--- config.mk ---
export PLATFORM = sky130hd
export DESIGN_NAME = bbf_queue
export DESIGN_NICKNAME = d
export VERILOG_FILES = /design/src/rtl/core/bbf_pkg.sv /design/src/rtl/core/bbf_queue.sv
export SDC_FILE = /design/constraint.sdc
export NUM_CORES = 1
export LEC_CHECK = 0
export ABC_AREA = 1
export BUFFER_PORTS_ARGS = -buffer_cell sky130_fd_sc_hd__buf_2
export CORE_MARGIN = 2
export CORE_UTILIZATION = 30
export CTS_BUF_LIST = sky130_fd_sc_hd__clkbuf_16
export DETAILED_ROUTE_END_ITERATION = 8
export PLACE_DENSITY = 0.57
export SETUP_SLACK_MARGIN = 0.05
export SLEW_MARGIN = 5
export SYNTH_ARGS = -nofsm -noshare
export SYNTH_HDL_FRONTEND = slang
export SYNTH_SLANG_ARGS = --single-unit
--- constraint.sdc ---
create_clock -name clock -period 1.72 [get_ports clock]
set_input_delay 0.258 -clock clock [delete_from_list [all_inputs] [get_ports clock]]
set_output_delay 0.258 -clock clock [all_outputs]
set_load 0.02 [all_outputs]
--- src/rtl/core/bbf_pkg.sv ---
// ----------------------------------------------------------------------------
// bbf_pkg
// Shared constants, item kind codes and status types for the blocked Bloom
// filter engine.
// ----------------------------------------------------------------------------
package bbf_pkg;

   localparam int WORD_W         = 64;
   localparam int SLOT_W         = 5;
   localparam int DEF_BLOCKS     = 4096;
   localparam int DEF_MASK_COUNT = 1024;
   localparam int DEF_MASK_BITS  = 57;
   localparam int QUEUE_DEPTH    = 4;

   typedef logic [1:0] kind_type;

   localparam kind_type KIND_LOAD   = 2'd0;
   localparam kind_type KIND_INSERT = 2'd1;
   localparam kind_type KIND_QUERY  = 2'd2;

   // back part status seen by the front part
   typedef struct packed {
      logic clearing;
   } back_status_type;

endpackage

--- src/rtl/core/bbf_queue.sv ---
// ----------------------------------------------------------------------------
// bbf_queue
// Small FIFO between the front and back parts.
// ----------------------------------------------------------------------------
module bbf_queue #(
   parameter int DATA_W = 8
) (
   input  logic              clock,
   input  logic              reset,
   input  logic              push,
   input  logic [DATA_W-1:0] push_data,
   output logic              push_ready,
   input  logic              pop,
   output logic              pop_valid,
   output logic [DATA_W-1:0] pop_data
);

   localparam int DEPTH = bbf_pkg::QUEUE_DEPTH;
   localparam int PW    = $clog2(DEPTH);
   localparam int CW    = $clog2(DEPTH + 1);

   logic [DATA_W-1:0] slot_ff [DEPTH];
   logic [PW-1:0]     wr_ptr_ff, wr_ptr_in, rd_ptr_ff, rd_ptr_in;
   logic [CW-1:0]     count_ff, count_in;

   assign push_ready = (count_ff != CW'(DEPTH));
   assign pop_valid  = (count_ff != CW'(0));
   assign pop_data   = slot_ff[rd_ptr_ff];

   always_comb begin
      wr_ptr_in = push ? wr_ptr_ff + PW'(1) : wr_ptr_ff;
      rd_ptr_in = pop  ? rd_ptr_ff + PW'(1) : rd_ptr_ff;
      count_in  = count_ff + CW'(push) - CW'(pop);
   end

   always_ff @(posedge clock) begin
      if (reset) begin
         wr_ptr_ff <= '0;
         rd_ptr_ff <= '0;
         count_ff  <= '0;
      end else begin
         wr_ptr_ff <= wr_ptr_in;
         rd_ptr_ff <= rd_ptr_in;
         count_ff  <= count_in;
      end
      if (push) begin
         slot_ff[wr_ptr_ff] <= push_data;
      end
   end

endmodule

==> implementation parameters, run 1 <==
Parameter                              Value

Timing
  Worst-margin pin slew ... around 0.38 ns
  Period Utilization, post-route ... approximately nine tenths
  Fin. Hold Viols ... 0
  Maximum clock skew at final layout ... 0.00233 ns
  Number of pins with negative max-slew slack in the final report ... 0
  TNS Setup ... 0 ns
  Worst hold slack ... 0.187 ns
  Max Fclk ... 653 MHz
  Unrepaired setup endpoints after global routing ... false
  Relative max-transition margin ... 74.6%
  Minimum period implied by the final worst setup slack ... 1.53 ns
  Total setup violations reported at the end of the flow ... 0

Clocking
  Number of sinks on the clock net ... 41
  Clock buffers created by TritonCTS ... 5
  Post-CTS setup buffer count ... 0
  Clk slew on worst S/H paths ... 0.05 ns
  Clock buffer depth ... 2
  PostCTS Resize Cnt ... 0
  Number of H-tree levels ... 2
  TritonCTS clock tree ... built
  Clk_lat worst skew ... 0.27 ns
  Clock root cell ... clkbuf_16
  Number of hold buffers added after cts ... 0

Synthesis
  #FFs+latches synth ... between 40 and 50
  Sequential area share after synthesis ... 66.5%
  Distinct cell type count after synthesis ... 15
  Synthesized instance count ... 148
  Post-synthesis area per instance ... 11.6 µm²
  Post-synthesis cell area ... roughly 1700 µm²
  Synth Warn # ... 0
  Synthesized Nets ... 167

Final layout
  Fillcell total ... 537
  Post-layout net count ... about 190
  Proportion of layout cells with a drive suffix above 1 ... 17.9%
  Antenna fix cells ... 0
  Leading cell types in the layout, fill and taps excluded ... 32 x edfxtp_1, 31 x inv_1, 24 x nand2_1
  Final Instance Count excl. Fillers ... between 200 and 250
  Area growth, synth to finish ... 18.7%
  Post-route cell area ... 2040 µm²
  Leading cell type in the layout, fill and taps excluded ... edfxtp_1

Global route
  Global-route wire length before repair ... 4480 µm
  Global-route congestion overflow total ... 0
  Maximum number of pins on one net before global-route repair ... 33
  Met3 demand-to-capacity share in global routing ... 3.05%
  Via count of the first global-routing pass ... 1,000
  Busiest grt layer ... met2
  Tot GR Track Use ... 9.47%
  Number of antenna violations at the first check in global routing ... 0
  Met2 Usage GRT ... 16.1%
  Grt met1 use ... 10.6%

Setup path
  Endpoint arrival time on the critical path ... around 1.7 ns
  Worst-path maximum fanout ... 3
  Master of the slowest instance on the critical path ... fa_1
  Cell-by-cell listing of the critical path ... inv_1 -> ha_1 -> inv_1 -> ha_1 -> inv_1 -> fa_1 -> a21oi_1 -> nor2_1
  Critical Path Start Type ... flop
  Largest stage delay on the critical path ... between 0.3 and 0.4 ns
  Setup Crit Path Kind ... flop to flop
  Top cell by count, worst path ... inv_1
  Data required, critical path ... 1.89 ns
  Critical Path Sink Type ... flop
  Worst R2R Path Depth ... 8

Power and ir drop
  Leakage power figure ... 0.861 nW
  P per Cell Area ... 1220 nW/µm²
  Power consumption ... about 0.0025 W
  Highest ir drop seen on vdd ... approximately 0.00078 V

Detailed routing
  Routed vias/inst ... a little over 4
  Count of antenna-violating nets left after detailed routing ... 0
  Vias ... 1,005
  Mean routed wirelength per cell ... around 11 µm
  DRC Markers ... 0
  Drt total wl ... 2620 µm
  First-pass iteration count of the detailed router ... 4
  Violation count after the first detailed-routing iteration ... 84

Die
  Starting utilization of the core area ... 31.2%
  Y dimension of the die ... about 80 µm
  Number of top-level pins ... 22
  Number of placement rows ... 27
  Core area ... about 5500 µm²
  Horizontal extent of the die ... around 80 µm
  Overall die area ... approximately 6300 µm²

Hold path
  Worst min-delay path class ... input port to flop
  Hold path cells ... 2

Place
  Estimated wirelength of the detail-placed design ... about 1800 µm
  Routability congestion estimate from global placement ... 0.749
  Placed standard-cell area ... 1870 µm²
  Port bufs ... 21
  Number of placed instances, taps included ... around 240

Outcome
  Outcome ... complete, no violations

Job
  Number of max-capacitance violations reported ... 0
[power by group]
group / leakage [nW] / internal [W] / switching [W] / total, W
Combinational: 0.412 / 0.000109 / 0.000204 / 0.000313
Sequential: 0.369 / 0.00113 / 0.0000269 / 0.00116
Clock: 0.0797 / 0.000672 / 0.000333 / 0.00101
[registers in the layout, indices dropped and copies added, names as in the netlist, named ones only]
signal and count:
wr_ptr_ff 2, count_ff 3, slot_ff 32, rd_ptr_ff 2
[final timing paths]
kind                             to  slack (ns)                      start
min reg2reg                    flop        0.46  rd_ptr_ff[1]$_SDFFE_PP0P_
min          count_ff[0]$_SDFF_PP0_        0.19                      reset
max reg2reg  count_ff[2]$_SDFF_PP0_        0.19     count_ff[0]$_SDFF_PP0_
max          count_ff[2]$_SDFF_PP0_        0.19     count_ff[0]$_SDFF_PP0_
[logic make-up after synthesis]
family	synth area share (%)
flops	66.5
fa+ha+maj	5.54
compound gates	11.3
simple gates	6.78
buf+inv	9.85
[worst max-delay path: cells and delay by family, from the launching register on]
family / cells / cell delay (ns)
fa+ha+maj: 3 / 0.77
flops: 1 / 0.30
buf+inv: 3 / 0.17
compound gates: 1 / 0.14
simple gates: 1 / 0.06
[cell type report]
type                    instances  area [µm²]  area share (%)
repair buffers                 23         124            6.08
clock buffers                   5         125            6.14
multi-input cells              71         405            19.9
clock inverters                 2        35.0            1.72
flip-flops and latches         41        1140            56.0
inverters                      31         116            5.71
well taps                      72        90.1            4.42
[per-stage QoR]
stage / utilization, % / setup slack [ns]
after floorplan: - / 0.273
after CTS: 36.9 / 0.126
final: 37.0 / 0.188
after detailed placement: 34.0 / 0.140
after global routing: 37.0 / 0.0766
after global placement: 34.0 / 0.162
[metal layers]
layer | up-vias | routed length [µm] | part of all wire, %
met5 | - | 0 | 0
met4 | 0 | 40 | 1.5
met3 | 5 | 126 | 4.8
met2 | 16 | 1290 | 49
met1 | 444 | 1160 | 44
li1 | 540 | - | -
[cell usage after synthesis]
master / count / area share [%]
a21oi_1: 13 / 3.8
o21ai_0: 10 / 2.9
o21ai_1: 2 / 0.58
ha_1: 6 / 4.4
a21oi_2: 1 / 0.51
buf_6: 4 / 2.6
edfxtp_1: 32 / 56
nand2_1: 24 / 5.3
o211ai_1: 8 / 3.5
buf_4: 1 / 0.44
fa_1: 1 / 1.2
nor2_1: 3 / 0.66
dfxtp_1: 9 / 11
nand3_1: 3 / 0.88
inv_1: 31 / 6.8
Power figures use the tool's default switching activity.
==> inputs of run 2 (changes only) <==
--- a/config.mk
+++ b/config.mk
@@ -9,2 +9,3 @@
 export BUFFER_PORTS_ARGS = -buffer_cell sky130_fd_sc_hd__buf_2
+export CORE_ASPECT_RATIO = 0.8
 export CORE_MARGIN = 2
==> constraint.sdc (replaced) <==
create_clock -name clock -period 1.72 [get_ports clock]
set_input_delay 0.086 -clock clock [delete_from_list [all_inputs] [get_ports clock]]
set_output_delay 0.086 -clock clock [all_outputs]
set_load 0.02 [all_outputs]
==> run 2 against run 1 <==
Effect of this change: first-iteration DRC count fell by 52%; flip-flop and latch count did not move; clock skew barely moved; combinational power fell by 2%; worst hold slack got worse by 0.17 ns; power rose by 7.0%; global-route usage rose by 0.36 points; utilization rose by 0.87 points; die area barely moved; via count rose by 1.1%; critical path depth did not move; worst setup slack improved by 0.012 ns.
==> implementation parameters, run 2 (synthesis results as in run 1) <==
Parameter                              Value

Clocking
  Clk_lat worst skew ... 0.28 ns
  Clock root cell ... clkbuf_16
  Number of sinks on the clock net ... 41
  TritonCTS clock tree ... built
  Clk slew on worst S/H paths ... 0.05 ns
  Clock buffers created by TritonCTS ... 5
  PostCTS Resize Cnt ... 0
  Number of H-tree levels ... 2
  Clock buffer depth ... 2

Die
  Number of top-level pins ... 22
  Horizontal extent of the die ... 88.5 µm
  Overall die area ... 6340 µm²
  Core area ... 5500 µm²
  Y dimension of the die ... ~72 µm
  Number of placement rows ... 24
  Starting utilization of the core area ... 31.2%

Outcome
  Outcome ... complete, no violations

Power and ir drop
  Clock share of power ... 44.6%
  P per Cell Area ... 1270 nW/µm²
  Highest ir drop seen on vdd ... 0.000405 V
  Comb pwr share ... 11.6%
  Switching power ... 0.000583 W
  Fraction of power spent switching nets ... 22.0%
  Power consumption ... 0.00265 W
  Internal power contribution ... 0.00207 W
  Relative contribution of sequential cells to total power ... 43.8%
  Leakage power figure ... 0.878 nW

Detailed routing
  Drt total wl ... roughly 2700 µm
  Count of antenna-violating nets left after detailed routing ... 0
  DRC Markers ... 0
  Vias ... 1,016
  First-pass iteration count of the detailed router ... 4
  Violation count after the first detailed-routing iteration ... 40
  Routed vias/inst ... between 4 and 5
  Mean routed wirelength per cell ... 10.5 µm

Global route
  Maximum number of pins on one net before global-route repair ... 33
  Global-route congestion overflow total ... 0
  Number of antenna violations at the first check in global routing ... 0
  Global-route wire length before repair ... ~4400 µm
  Tot GR Track Use ... 9.83%
  Via count of the first global-routing pass ... 932

Timing
  Maximum clock skew at final layout ... 0.00282 ns
  TNS Setup ... 0 ns
  Fin. Hold Viols ... 0
  Relative max-transition margin ... 72.7%
  Minimum period implied by the final worst setup slack ... 1.52 ns
  Total setup violations reported at the end of the flow ... 0
  Unrepaired setup endpoints after global routing ... false
  Post-layout worst setup margin ... ~0.2 ns
  Worst hold slack ... 0.0172 ns
  Period Utilization, post-route ... about nine tenths
  Worst-margin pin slew ... 0.409 ns
  Number of pins with negative max-slew slack in the final report ... 0
  Max Fclk ... 658 MHz

Final layout
  Proportion of layout cells with a drive suffix above 1 ... 18.3%
  Leading cell type in the layout, fill and taps excluded ... edfxtp_1
  Area of combinational cells with multiple inputs ... 405 µm²
  Fillcell total ... between 500 and 600
  Top register by number of flip-flops ... slot_ff
  Max reg flops ... 32
  Antenna fix cells ... 0
  Final Instance Count excl. Fillers ... 253
  Post-layout net count ... 193
  Reg area ... between 1000 and 1500 µm²
  Largest registers ranked by flip-flop count ... slot_ff x32, count_ff x3
  Area growth, synth to finish ... 21.3%
  Leading cell types in the layout, fill and taps excluded ... 32 x edfxtp_1, 31 x inv_1, 24 x nand2_1

Setup path
  Endpoint arrival time on the critical path ... 1.70 ns
  Family of cells with the greatest summed delay on the critical path ... adder cells
  Worst-path maximum fanout ... 3
  Largest stage delay on the critical path ... between 0.3 and 0.4 ns
  Setup Crit Path Kind ... flop to flop
  Top cell by count, worst path ... inv_1
  Critical Path Sink Type ... flop
  Data required, critical path ... 1.90 ns
  Cell-by-cell listing of the critical path ... inv_1 -> ha_1 -> inv_1 -> ha_1 -> inv_1 -> fa_1 -> a21oi_1 -> nor2_1
  Critical Path Start Type ... flop
  Master of the slowest instance on the critical path ... fa_1
  Buffering stage count on the worst path with inverters included ... 3

Job
  Number of max-capacitance violations reported ... 0

Place
  Pre-CTS worst setup slack ... 0.206 ns
  Number of placed instances, taps included ... 244
  Port bufs ... 21
  Routability congestion estimate from global placement ... 0.718
  Estimated wirelength of the detail-placed design ... 1740 µm

Hold path
  Worst min-delay path class ... input port to flop
-- run 2: cell count changes in the layout (fill, tap and decap cells not counted) --
| cell | before | now |
|---|---|---|
| bufinv_16 | 1 | 2 |
| buf_6 | 1 | 0 |
| buf_4 | 1 | 2 |
| dlygate4sd3_1 | 0 | 1 |
-- run 2: final timing paths --
check	from	to	slack [ns]	depth (start not counted)
max	count_ff[0]$_SDFF_PP0_	count_ff[2]$_SDFF_PP0_	0.20	8
min	push_data[7]	slot_ff[3][7]$_DFFE_PP_	0.02	1
max reg2reg	count_ff[0]$_SDFF_PP0_	count_ff[2]$_SDFF_PP0_	0.20	8
min reg2reg	rd_ptr_ff[1]$_SDFFE_PP0P_	rd_ptr_ff[1]$_SDFFE_PP0P_	0.46	2
-- run 2: layer usage --
metal / vias to the layer above / routed length [µm] / global-route usage (%)
met5: - / 0 / 0
met4: 0 / 101 / 7.07
met3: 7 / 116 / 2.76
met2: 17 / 1310 / 15.7
met1: 450 / 1130 / 11.3
li1: 542 / - / -
-- run 2: final cells by class --
class	instances	area share (%)
Timing Repair Buffer	24	6.25
Inverter	31	5.59
Multi-Input combinational cell	71	19.5
Sequential cell	41	54.8
Tap cell	78	4.69
Clock inverter	3	3.13
Clock buffer	5	6.01
-- run 2: metrics by stage --
stage               cell area [µm²]  utilization [%]
floorplan                      1720                -
global placement               1880             34.2
detailed placement             1880             34.2
CTS                            2080             37.9
global route                   2080             37.9
finish                         2080             37.9
-- run 2: repair_timing --
action                                 CTS  global route
endpoints found under the hold margin    2             0
setup buffers                            0             0
hold buffers                             1             0
-- run 2: power groups by stage --
| stage | combinational, W | clock [W] | sequential [W] |
|---|---|---|---|
| after detailed placement | 0.000310 | 0 | 0.00118 |
| after global routing | 0.000355 | 0.00125 | 0.00117 |
| after global placement | 0.000306 | 0 | 0.00118 |
| after CTS | 0.000313 | 0.00121 | 0.00116 |
| final | 0.000307 | 0.00118 | 0.00116 |
| after floorplan | 0.000226 | 0 | 0.00117 |
==> inputs of run 3 (changes only) <==
Settings changed: REMOVE_ABC_BUFFERS set to 1.
==> run 3 against run 2 <==
Effect of this change: clock skew grew 0.00085 ns; global-route usage shrank 0.92 points; clock-buffer cell count is the same; clock power is essentially flat; critical path depth grew 1; via count shrank 1.1%; largest cell class unchanged; wire length shrank 2.0%; final cell count is the same; final area is the same; power shrank 0.67%; worst setup slack gained 0.0031 ns; die area is the same.
==> implementation parameters, run 3 (synthesis results as in run 1) <==
Parameter                              Value

Setup path
  Worst-path maximum fanout ... 3
  Top cell by count, worst path ... inv_1
  Endpoint arrival time on the critical path ... approximately 1.7 ns
  Data required, critical path ... 1.93 ns
  Largest stage delay on the critical path ... 0.38 ns
  Master of the slowest instance on the critical path ... fa_1
  Cell-by-cell listing of the critical path ... inv_1 -> ha_1 -> inv_1 -> ha_1 -> inv_1 -> fa_1 -> nand3_1 -> nand2_1 -> nor2_1
  Worst r2r dst ... count_ff[2]$_SDFF_PP0_
  Register-to-Register Setup Slack ... 0.20 ns
  Critical Path Start Type ... flop
  Setup Crit Path Kind ... flop to flop
  Buffering stage count on the worst path with inverters included ... 3
  Family of cells with the greatest summed delay on the critical path ... adder cells
  Critical Path Sink Type ... flop
  Worst R2R Path Depth ... 9
  Reg2reg start ... count_ff[0]$_SDFF_PP0_

Hold path
  Hold path cells ... 1
  Worst min-delay path endpoint ... slot_ff[2][7]$_DFFE_PP_
  Worst min-delay path class ... input port to flop
  Startpoint of the worst hold path ... push_data[7]

Power and ir drop
  Switching power ... 0.000565 W
  Comb pwr share ... 11.9%
  Relative contribution of sequential cells to total power ... 43.9%
  Fraction of power spent switching nets ... 21.5%
  Leakage power figure ... 0.878 nW
  Internal power contribution ... 0.00207 W
  Highest ir drop seen on vdd ... 0.000559 V
  P per Cell Area ... 1260 nW/µm²
  Clock share of power ... ~44%

Clocking
  Clock buffers created by TritonCTS ... 5
  Clk_lat worst skew ... roughly 0.27 ns
  Number of H-tree levels ... 2
  Clock buffer depth ... 2
  Clock root cell ... clkbuf_16
  Clk slew on worst S/H paths ... 0.06 ns
  TritonCTS clock tree ... built
  Number of sinks on the clock net ... 41
  Post-CTS setup buffer count ... 0

Place
  Estimated wirelength of the detail-placed design ... approximately 1700 µm
  Port bufs ... 21
  Routability congestion estimate from global placement ... about 0.74
  Placed standard-cell area ... 1880 µm²

Die
  Core area ... 5500 µm²
  Number of placement rows ... 24
  Number of top-level pins ... 22
  Y dimension of the die ... 71.6 µm
  Starting utilization of the core area ... 31.2%
  Overall die area ... 6340 µm²
  Horizontal extent of the die ... 88.5 µm

Detailed routing
  Vias ... 1,005
  First-pass iteration count of the detailed router ... 4
  Routed vias/inst ... 3.97
  Drt total wl ... 2610 µm
  DRC Markers ... 0
  Count of antenna-violating nets left after detailed routing ... 0
  Violation count after the first detailed-routing iteration ... 26
  Mean routed wirelength per cell ... 10.3 µm

Timing
  Relative max-transition margin ... 74.0%
  Maximum clock skew at final layout ... 0.00367 ns
  Period Utilization, post-route ... between 80 and 90%
  Max Fclk ... approximately 660 MHz
  TNS Setup ... 0 ns
  Fin. Hold Viols ... 0
  Number of pins with negative max-slew slack in the final report ... 0
  Minimum period implied by the final worst setup slack ... 1.52 ns
  Total setup violations reported at the end of the flow ... 0
  Unrepaired setup endpoints after global routing ... false
  Worst-margin pin slew ... 0.390 ns

Final layout
  Largest registers ranked by flip-flop count ... slot_ff x32, count_ff x3
  Leading cell type in the layout, fill and taps excluded ... edfxtp_1
  Top register by number of flip-flops ... slot_ff
  Post-route cell area ... around 2100 µm²
  Area growth, synth to finish ... 21.3%
  Leading cell types in the layout, fill and taps excluded ... 32 x edfxtp_1, 31 x inv_1, 24 x nand2_1
  Proportion of layout cells with a drive suffix above 1 ... 18.3%
  Post-layout net count ... 193
  Antenna fix cells ... 0
  Max reg flops ... 32

Global route
  Global-route wire length before repair ... between 4000 and 5000 µm
  Via count of the first global-routing pass ... ~930
  Global-route congestion overflow total ... 0
  Number of antenna violations at the first check in global routing ... 0
  Tot GR Track Use ... 8.91%
  Maximum number of pins on one net before global-route repair ... 33

Outcome
  Outcome ... complete, no violations

Job
  Number of max-capacitance violations reported ... 0
## run 3: area by class of cell
cell class	instances	area [µm²]
fillers	537	3410
flip-flops and latches	41	1140
multi-input cells	71	405
repair buffers	24	130
clock buffers	5	125
inverters	31	116
well taps	78	97.6
clock inverters	3	65.1
## run 3: power by group through the flow
stage          combinational [W]  clock, W  sequential [W]
2_1_floorplan           0.000196         0         0.00119
3_3_place_gp            0.000308         0         0.00118
3_5_place_dp            0.000316         0         0.00118
4_1_cts                 0.000319   0.00119         0.00116
5_1_grt                 0.000355   0.00123         0.00116
6_report                0.000313   0.00116         0.00116
## run 3: repair_timing
item                      in CTS  in global routing
resized for setup              0                  0
hold buffers                   1                  0
hold endpoints to repair       2                  0
## run 3: per-stage QoR
step                utilization (%)  instances  hold WS (ns)  power, W  setup WS [ns]
finish                         37.9        253        0.0285   0.00263          0.204
global route                   37.9        253        0.0233   0.00275         0.0949
CTS                            37.9        253        0.0240   0.00266          0.208
detailed placement             34.2        244         0.290   0.00149          0.218
global placement               34.2        244         0.286   0.00148          0.243
floorplan                         -        143         0.153   0.00138          0.273
## run 3: worst max path at each step
stage,start,to,slack [ns],cells past startpoint
2_1_floorplan,count_ff[0]$_SDFF_PP0_,count_ff[2]$_SDFF_PP0_,0.27,8
3_3_place_gp,count_ff[0]$_SDFF_PP0_,count_ff[2]$_SDFF_PP0_,0.24,8
3_5_place_dp,count_ff[0]$_SDFF_PP0_,count_ff[2]$_SDFF_PP0_,0.22,8
4_1_cts,count_ff[0]$_SDFF_PP0_,count_ff[2]$_SDFF_PP0_,0.21,9
5_1_grt,count_ff[0]$_SDFF_PP0_,count_ff[2]$_SDFF_PP0_,0.09,9
6_report,count_ff[0]$_SDFF_PP0_,count_ff[2]$_SDFF_PP0_,0.20,9
## run 3: metal layers
metal  vias up  share of wire [%]  track usage [%]
met1       449                 47             10.5
li1        540                  -                -
met2        14                 49             15.0
met3         2                3.6             3.57
met5         -                  0                0
met4         0               0.65             2.53
